File: src/slipfr_pkg.sv
// Shared types and constants for the SLIP frame receiver.
`timescale 1ns / 1ps

package slipfr_pkg;

  // SLIP framing bytes
  localparam logic [7:0] END_CHAR     = 8'hC0;
  localparam logic [7:0] ESC_CHAR     = 8'hDB;
  localparam logic [7:0] ESC_END_CHAR = 8'hDC;
  localparam logic [7:0] ESC_ESC_CHAR = 8'hDD;

  // Item function codes
  localparam logic FUNC_DECODE = 1'b0;
  localparam logic FUNC_READ   = 1'b1;

  // Default frame store depth and reported length width
  localparam int MAX_FRAME_LEN_DEF = 256;
  localparam int LEN_W             = 9;

  typedef struct packed {
    logic       func;
    logic [7:0] rx_byte;
    logic [7:0] read_index;
  } in_t;

  typedef struct packed {
    logic             frame_done;
    logic [LEN_W-1:0] frame_length;
    logic [7:0]       read_data;
  } out_t;

endpackage

File: src/slip_frame_receiver.sv
// SLIP frame receiver top level: decoder control, frame store and result path.
`timescale 1ns / 1ps

// Takes one item per clock cycle with no gaps while the output is not
// stalled: a decode item carries a received byte that is unescaped and
// written into the frame store, a read item fetches one stored byte. Every
// item gives one result: stage 1 waits on the registered read port of the
// frame store RAM and then moves into the output register. The frame store
// is not cleared after reset, so only bytes below the last reported frame
// length are meaningful; a read index at or above MAX_FRAME_LEN returns 0.
// A closing END of a non-empty frame reports the frame length in
// frame_done and frame_length (low 9 bits).
module slip_frame_receiver #(
  parameter int MAX_FRAME_LEN = slipfr_pkg::MAX_FRAME_LEN_DEF
) (
  input  logic             clk,
  input  logic             rst,
  input  logic             in_valid,
  output logic             in_ready,
  input  slipfr_pkg::in_t  in_data,
  output logic             out_valid,
  input  logic             out_ready,
  output slipfr_pkg::out_t out_data
);

  localparam int AW = (MAX_FRAME_LEN > 1) ? $clog2(MAX_FRAME_LEN) : 1;
  localparam int CW = $clog2(MAX_FRAME_LEN + 1);
  localparam int LW = slipfr_pkg::LEN_W;
  localparam logic [CW-1:0] FULL = CW'(MAX_FRAME_LEN);

  typedef enum logic [1:0] {
    IDLE,
    MESSAGE,
    ESCAPE
  } mode_t;

  mode_t            rx_mode, rx_mode_next;
  logic [CW-1:0]    fill_count, fill_count_next;

  // stage 1: waits on RAM read data
  logic             s1_valid;
  logic             s1_read;
  logic             s1_in_range;
  logic             s1_done;
  logic [LW-1:0]    s1_length;

  logic             accept;
  logic             advance;
  logic             is_decode;
  logic             do_store;
  logic [7:0]       store_val;
  logic             wr_en;
  logic             done_c;
  logic [LW-1:0]    length_c;
  logic [CW+LW-1:0] fill_wide;
  logic [AW+7:0]    ridx_wide;
  logic [AW-1:0]    rd_addr;
  logic             rd_in_range;
  logic [7:0]       rd_data;

  // handshake
  assign advance  = s1_valid && (!out_valid || out_ready);
  assign in_ready = !s1_valid || advance;
  assign accept   = in_valid && in_ready;
  assign is_decode = (in_data.func == slipfr_pkg::FUNC_DECODE);

  // read address and range check
  assign ridx_wide   = {{AW{1'b0}}, in_data.read_index};
  assign rd_addr     = ridx_wide[AW-1:0];
  assign rd_in_range = ({{CW{1'b0}}, in_data.read_index} < (CW + 8)'(MAX_FRAME_LEN));

  // reported length is the fill count masked to the length field
  assign fill_wide = {{LW{1'b0}}, fill_count};

  // SLIP decode of one received byte
  always_comb begin
    rx_mode_next    = rx_mode;
    fill_count_next = fill_count;
    do_store        = 1'b0;
    store_val       = in_data.rx_byte;
    wr_en           = 1'b0;
    done_c          = 1'b0;
    length_c        = '0;
    if (is_decode) begin
      case (rx_mode)
        MESSAGE: begin
          if (in_data.rx_byte == slipfr_pkg::END_CHAR) begin
            if (fill_count != '0) begin
              done_c          = 1'b1;
              length_c        = fill_wide[LW-1:0];
              fill_count_next = '0;
            end
          end else if (in_data.rx_byte == slipfr_pkg::ESC_CHAR) begin
            rx_mode_next = ESCAPE;
          end else begin
            do_store = 1'b1;
          end
        end
        ESCAPE: begin
          if (in_data.rx_byte == slipfr_pkg::ESC_END_CHAR) begin
            do_store  = 1'b1;
            store_val = slipfr_pkg::END_CHAR;
          end else if (in_data.rx_byte == slipfr_pkg::ESC_ESC_CHAR) begin
            do_store  = 1'b1;
            store_val = slipfr_pkg::ESC_CHAR;
          end else if (in_data.rx_byte == slipfr_pkg::END_CHAR) begin
            fill_count_next = '0;
            rx_mode_next    = MESSAGE;
          end else begin
            rx_mode_next = IDLE;
          end
        end
        default: begin
          rx_mode_next = IDLE;
          if (in_data.rx_byte == slipfr_pkg::END_CHAR) begin
            fill_count_next = '0;
            rx_mode_next    = MESSAGE;
          end
        end
      endcase
      // store with overflow check
      if (do_store) begin
        if (fill_count != FULL) begin
          wr_en           = 1'b1;
          fill_count_next = fill_count + CW'(1);
          rx_mode_next    = MESSAGE;
        end else begin
          rx_mode_next = IDLE;
        end
      end
    end
  end

  // frame store
  slipfr_ram #(
    .WIDTH (8),
    .DEPTH (MAX_FRAME_LEN)
  ) u_store (
    .clk     (clk),
    .wr_en   (accept && wr_en),
    .wr_addr (fill_count[AW-1:0]),
    .wr_data (store_val),
    .rd_en   (accept && !is_decode),
    .rd_addr (rd_addr),
    .rd_data (rd_data)
  );

  // control state, stage 1 and output register
  always_ff @(posedge clk) begin
    if (rst) begin
      rx_mode    <= IDLE;
      fill_count <= '0;
      s1_valid   <= 1'b0;
      out_valid  <= 1'b0;
    end else begin
      if (accept) begin
        rx_mode    <= rx_mode_next;
        fill_count <= fill_count_next;
      end
      s1_valid <= accept || (s1_valid && !advance);
      if (advance) begin
        out_valid <= 1'b1;
      end else if (out_ready) begin
        out_valid <= 1'b0;
      end
    end
    if (accept) begin
      s1_read     <= !is_decode;
      s1_in_range <= rd_in_range;
      s1_done     <= done_c;
      s1_length   <= length_c;
    end
    if (advance) begin
      out_data.frame_done   <= s1_done;
      out_data.frame_length <= s1_length;
      out_data.read_data    <= (s1_read && s1_in_range) ? rd_data : 8'h00;
    end
  end

  // fill count never passes the store depth
  assert property (@(posedge clk) disable iff (rst) fill_count <= FULL)
    else $error("fill count beyond frame store depth");

  // a stalled stage 1 item is kept
  assert property (@(posedge clk) disable iff (rst)
    s1_valid && out_valid && !out_ready |=> s1_valid)
    else $error("stage 1 item lost during stall");

  // an ESC byte in a frame enters escape mode
  assert property (@(posedge clk) disable iff (rst)
    accept && is_decode && rx_mode == MESSAGE &&
    in_data.rx_byte == slipfr_pkg::ESC_CHAR |=> rx_mode == ESCAPE)
    else $error("ESC byte did not enter escape mode");

  // a reported frame is never empty
  assert property (@(posedge clk) disable iff (rst)
    out_valid && out_data.frame_done |-> out_data.frame_length != '0 || FULL > CW'(511))
    else $error("empty frame reported");

endmodule

File: src/slipfr_ram.sv
// Generic single-write, single-read RAM with registered read data.
`timescale 1ns / 1ps

module slipfr_ram #(
  parameter int WIDTH = 8,
  parameter int DEPTH = 256,
  localparam int AW = (DEPTH > 1) ? $clog2(DEPTH) : 1
) (
  input  logic             clk,
  input  logic             wr_en,
  input  logic [AW-1:0]    wr_addr,
  input  logic [WIDTH-1:0] wr_data,
  input  logic             rd_en,
  input  logic [AW-1:0]    rd_addr,
  output logic [WIDTH-1:0] rd_data
);

  logic [WIDTH-1:0] mem [DEPTH];

  // write port
  always_ff @(posedge clk) begin
    if (wr_en) begin
      mem[wr_addr] <= wr_data;
    end
  end

  // registered read, holds while not enabled
  always_ff @(posedge clk) begin
    if (rd_en) begin
      rd_data <= mem[rd_addr];
    end
  end

endmodule

File: config.mk
export PLATFORM = sky130hd
export DESIGN_NAME = slip_frame_receiver
export DESIGN_NICKNAME = d
export VERILOG_FILES = /design/src/slipfr_pkg.sv /design/src/slip_frame_receiver.sv /design/src/slipfr_ram.sv
export SDC_FILE = /design/constraint.sdc
export NUM_CORES = 2
export LEC_CHECK = 0
export BUFFER_PORTS_ARGS = -buffer_cell sky130_fd_sc_hd__buf_2
export CAP_MARGIN = 10
export CORE_ASPECT_RATIO = 0.6
export CORE_MARGIN = 3
export CORE_UTILIZATION = 59
export DETAILED_ROUTE_END_ITERATION = 12
export PLACE_DENSITY = 0.81
export SLEW_MARGIN = 25
export SYNTH_ARGS = -nofsm -noshare
export SYNTH_HDL_FRONTEND = slang
export SYNTH_SLANG_ARGS = --single-unit
export TNS_END_PERCENT = 1
File: constraint.sdc
create_clock -name clk -period 13.1 [get_ports clk]
set_clock_uncertainty 0.05 [all_clocks]
set_input_delay 1.31 -clock clk [delete_from_list [all_inputs] [get_ports clk]]
set_output_delay 1.31 -clock clk [all_outputs]
set_load 0.03 [all_outputs]
After elaboration in Yosys (flattened, before gate mapping) --
Memory sizes are Yosys's and may differ from the RTL's. A register that Yosys moved wholly into a read port is not among the register bits. Cells that the tools add are included.
Storage, ports and cells: register bits 42, bits in writable memories 2048, input bits 21, logic and storage cells 78, memories 1
Memory list:
- u_store.mem | depth 256, width 8, read ports 1, clocked after memory_dff 1, wr ports 1, line slipfr_ram.sv:18 | logic [WIDTH-1:0] mem [DEPTH];
Cells by class: $add $sub $neg 1, eq/ne operators 11, muxes and demuxes 34, bitwise logic cells 4, reductions and logical operators 17
Operator list (count):
- $mux 9 | 7
- $eq 8x8->1 const B | 4
- $mux 8 | 4
- $pmux 9 s2 | 1
- $mux 1 | 15
- $ne 3x3->1 const B | 4
- $mux 2 | 5
- $add 9x1->9 const B | 1
- $ne 9x9->1 const B | 1
- $reduce_bool 9->1 | 1
- $reduce_and 6->1 | 1
- $logic_and 1x1->1 | 5
- $not 1->1 | 4
- $pmux 2 s2 | 1
- $reduce_or 4->1 | 1
- $logic_not 1->1 | 3
- $logic_or 1x1->1 | 3
- $reduce_or 3->1 | 1
- $eq 2x1->1 const B | 1
- $eq 2x2->1 const B | 1
- $pmux 1 s2 | 1
- $reduce_and 2->1 | 1
- $reduce_bool 2->1 | 1

Logic depth before layout (Yosys ltp) --
depth in word-level cells 10, depth in mapped cells 12, mapped depth without buffers 8

By module --
A second synthesis with hierarchy kept.
Unflattened totals: cell total of the unflattened synthesis 3908, area total of the unflattened synthesis 81634.5 um^2
Modules (own cells, without submodules):
- slipfr_ram | instances 1, cells an instance 3733, area each 79636.4 um^2
- slip_frame_receiver | instances 1, cells an instance 175, area each 1998.2 um^2

Worst setup path before layout --
OpenSTA, ideal clock, no wires.
path type input -> register, from in in_data[14] (netlist name), to mem u_store.mem[0][3] (data pin), data arrival time 8.036 ns, data required time 11.594 ns, setup slack 3.558 ns, stages 5, cell sequence and3b_1 -> buf_2 -> nand4_1 -> nor4_1 -> nor2b_1
On the way: longest elaborated chain between the ends 5
RTL lines:
- start, declared | line slip_frame_receiver.sv:20 | input slipfr_pkg::in_t in_data,
- $eq 8x8->1 | line slip_frame_receiver.sv:103 | end else if (in_data.rx_byte == slipfr_pkg::ESC_ESC_CHAR) begin
- $mux 8 | line slip_frame_receiver.sv:103
- $mux 8 * | line slip_frame_receiver.sv:100 | if (in_data.rx_byte == slipfr_pkg::ESC_END_CHAR) begin
- $mux 8 * | line slip_frame_receiver.sv:85 | case (rx_mode)
- $mux 8 * | line slip_frame_receiver.sv:84 | if (is_decode) begin
- net store_val[3] | line slip_frame_receiver.sv:51 | logic [7:0] store_val;
- end, declared | line slipfr_ram.sv:18
Mark *: on every way through the listed nets, which the timed path passes. The rest lies on a longest branch.

Final worst setup path --
from reg fill_count[0], to mem u_store.mem[56][3], enable pin
On the way: longest elaborated chain between the ends 7
RTL lines:
- start, declared | line slip_frame_receiver.sv:38 | logic [CW-1:0] fill_count, fill_count_next;
- start signal, assigned | line slip_frame_receiver.sv:158 | fill_count <= fill_count_next;
- $ne 9x9->1 | line slip_frame_receiver.sv:123 | if (fill_count != FULL) begin
- $mux 1 | line slip_frame_receiver.sv:123
- $mux 1 | line slip_frame_receiver.sv:122 | if (do_store) begin
- $mux 1 | line slip_frame_receiver.sv:84
- $logic_and 1x1->1 | line slip_frame_receiver.sv:140 | .wr_en (accept && wr_en),
- $mux 1 | line slipfr_ram.sv:22 | if (wr_en) begin
- $mux 1 (implied by the code) | line slipfr_ram.sv:23 | mem[wr_addr] <= wr_data;
Parallel ways exist; a longest one is shown, timed or not.

==> results list <==
- Fin nets: about 4000
* Area delta synth->final: 8.24%
- Cell Pwr Density: ~150 mW/mm^2
- First-pass iteration count of the detailed router: 6
- Average wire per standard cell: around 35 microns
- Count of endpoints failing setup in the final report: 0
- Average footprint of a synthesized cell: 20.9 sq um
- Register bit total from synthesis: approximately 2100
* Fraction of power consumed by the clock network: a little under 40%
- After the first detailed-routing iteration, the DRC count stood at about 7300.
* Number of rows created at floorplan: between 100 and 150
* Die width: 488 microns
* Worst setup EP type: register
- Final number of hold-violating endpoints: 0
- The tightest min-delay check is of the reg -> reg type.
- Post-synthesis async set-or-reset flop share: 0%
- Measured against its own limit, the worst slew margin works out to 10.2%.
- For this run, the leading register cell type out of synthesis is sky130_fd_sc_hd__edfxtp_1.
* Most common cell after layout, fill and taps aside: sky130_fd_sc_hd__edfxtp_1
* Transition time at the pin with the least slew margin: roughly 1300 ps
* Required time of the critical path: around 13000 ps
- Post-route worst hold slack: between 300 and 400 ps
- Final weighted congestion of routability-driven global placement: 0.929
- Vertical die dimension: 295 microns
- Worst setup slack after placement: 7240 ps
- Switching power total: 2790 uW
- TritonCTS clock tree: done
- The floorplan step defined a die boundary enclosing around 0.14 sq mm.
- The number of nets handed over by synthesis was between 3000 and 4000.
* Internal power contribution: between 10000 and 15000 uW
* Synth Cell Area: a little over 0.08 sq mm
- Antenna violations before repair: 15
- Initial core utilization: roughly 60%
- In the finished design, the share of the clock period the worst path needs comes to 41.4%.
- Level count of the clock H-tree: 4
- Number of sinks on the clock net: about 2100
* Final sum of negative setup slack: 0 ps
- Hold Crit Start: s1_length[5]
- Of the cells placed in the final design, the portion with a size suffix greater than 1 is a little under a fifth.
- The critical path starts at fill_count[0].
- Setup Buffers After CTS: 0
* Hpwl dp: 123 mm
- Dividing the detail-routed via count by the number of cells gives between 7 and 8.
- Across all setup checks in the final design, the least slack found is just under 8000 ps.
- The worst hold path passes through 0 cells.
- Switching part of the total: 21.3%
- Commonest cells after routing, fill and taps aside: 2085 x sky130_fd_sc_hd__edfxtp_1, 363 x sky130_fd_sc_hd__mux4_2, 289 x sky130_fd_sc_hd__nor2_1
- Pin placement for this block handled 41 I/O pins.
* ANT nets after route: 0
- Total gr overflow: 0
- DR vias: between 40000 and 50000
- Count of warnings emitted by yosys: 0
* Largest net degree at the start of global routing: between 100 and 150
- Total clock buffers created by CTS: about 170
- The share of total power dissipated in combinational logic is 4.9%.
- # Max-Cap Violations: 0
* RSZ-0062 raised after global routing: false
- The longest clock path from root to sink contains 3 buffers.
- The via count of the first global-routing pass came to 41100.
* Kind of critical path: reg -> reg
* Worst reg2reg startpoint: fill_count[0]
* Worst-case vdd ir drop: around 0.13 mV
- Core area: 0.138 sq mm
- Static Leak: approximately 0.028 uW
* Buffer type at the clock tree root: sky130_fd_sc_hd__clkbuf_16
* Port Buffers: 40
- Proportion of power drawn by flip-flops and latches: between 50% and 60%
- EDFF count, synth: 2085
* Worst R2R Path Depth: 9
- The clock reaches the later pin of the worst-skew pair after slightly below 800 ps.
* Max Clock Freq: approximately 0.18 GHz
* Startpoint Class: register
- For the worst setup path, the data arrival time is between 5000 and 6000 ps.
* All-Layer GR Usage: 28.8%
- Synthesis handed over a netlist of 3943 instances.
- In the routed design, unresolved DRC markers number 0.
- In this run, post-CTS repair resized a total of 0 instances.
- CTS Hold Buffers Added: 0
- Wire length of the first global-routing pass: roughly 300 mm
* Post-synth cell types: 77
- The run finished with clean final reports.
* Total length of routed wires: between 200 and 250 mm
- Critical path peak fanout: 19
- The max-slew violation count is 0.
* Post-synthesis sequential area ratio: between 70% and 80%
- Minimum period implied by the final worst setup slack: 5420 ps
- Clock-pin slew was measured on the worst setup and hold paths at approximately 70 ps.
Yosys cell counts (all sizes together) (4+ instances only):
cell type	count	area share, %
o22a	5	0.053
dfxtp	13	0.32
nor4	17	0.15
o22ai	42	0.32
clkbuf	86	0.62
or3	9	0.068
o31ai	4	0.036
o221ai	46	0.49
o21ai	43	0.26
edfxtp	2085	76
nand2	36	0.17
or2	6	0.046
ha	6	0.091
a31oi	14	0.11
and2	25	0.19
o32ai	4	0.043
a221oi	22	0.23
a22oi	89	0.81
nor2b	33	0.25
nor4b	6	0.11
mux4	433	12
nand3	22	0.13
nand2b	15	0.11
buf	156	1.7
nand4b	9	0.16
nor3	34	0.22
mux2i	153	1.9
nand3b	8	0.073
a21oi	89	0.54
mux2	7	0.096
a2111oi	5	0.053
a22o	38	0.40
inv	11	0.050
nor2	293	1.3
xnor2	4	0.043
a21o	4	0.036
a211oi	38	0.36
path summary, 6_finish.rpt:
path	slack, ps	to
worst max-delay path	7680	u_store.mem[56][3]
worst min-delay path	370	out_data[13]
worst max register to register	7680	u_store.mem[56][3]
worst min register to register	370	out_data[13]
layout make-up:
cell class | count | area (sq um)
diodes | 4 | 10.0
clock buffers | 221 | 4660
clock inverters | 86 | 733
fillers | 8495 | 48500
inverters | 11 | 41.3
multi-input cells | 1589 | 17700
flip-flops and latches | 2098 | 62900
well taps | 1819 | 2280
repair buffers | 114 | 878
stage by stage:
step | utilization, % | cells | instance area, sq um | power, uW
after global routing | 64.8 | 5939 | 89200 | 13400
after CTS | 64.7 | 5936 | 89100 | 13100
after floorplan | - | 3943 | 82400 | 7970
final | 64.8 | 5942 | 89200 | 13100
after detailed placement | 60.8 | 5629 | 83700 | 8150
after global placement | 60.8 | 5629 | 83700 | 8130
kinds of logic (layout without fill, tap and decap cells):
kind of cell               Yosys count  after routing  synth area share, %
AOI/OAI and AO/OA                  455            455                 3.88
xor gates and xnor gates             5              5               0.0532
adders and majority gates            6              6               0.0911
buffers and inverters              256            432                 2.37
DFF                               2098           2098                 76.3
muxes                              593            593                 14.1
other                                0              4                    0
and+or+nand+nor                    530            530                 3.17
registers in the layout (all words and copies together) (netlist names), 2 cells and up:
| name | flops |
|---|---|
| rx_mode | 2 |
| u_store.mem | 2048 |
| out_data | 18 |
| s1_length | 9 |
| u_store.rd_data | 8 |
| fill_count | 9 |
routing by layer:
metal | track usage (%) | share of wire, % | up-vias
li1 | - | - | 16600
met3 | 13.5 | 18 | 447
met1 | 43.7 | 38 | 21800
met4 | 7.76 | 2.6 | 20
met5 | 0 | 0.081 | -
met2 | 37.6 | 41 | 3727
worst max-delay path: stages (launching register included):
cell	delay, ps
sky130_fd_sc_hd__dfxtp_1	490
sky130_fd_sc_hd__inv_1	130
sky130_fd_sc_hd__ha_1	300
sky130_fd_sc_hd__or3b_2	950
sky130_fd_sc_hd__nor3_1	140
sky130_fd_sc_hd__nand2b_1	330
sky130_fd_sc_hd__nor3_2	310
sky130_fd_sc_hd__buf_4	340
sky130_fd_sc_hd__nand4_1	900
sky130_fd_sc_hd__nor2_1	1070
power by group through the flow:
stage	Combinational [uW]	Clock, uW	Sequential, uW
CTS	619	5120	7390
global placement	598	0	7530
global route	667	5370	7380
finish	642	5090	7390
detailed placement	615	0	7540
floorplan	404	0	7570
(Power assumes the default switching activity.)
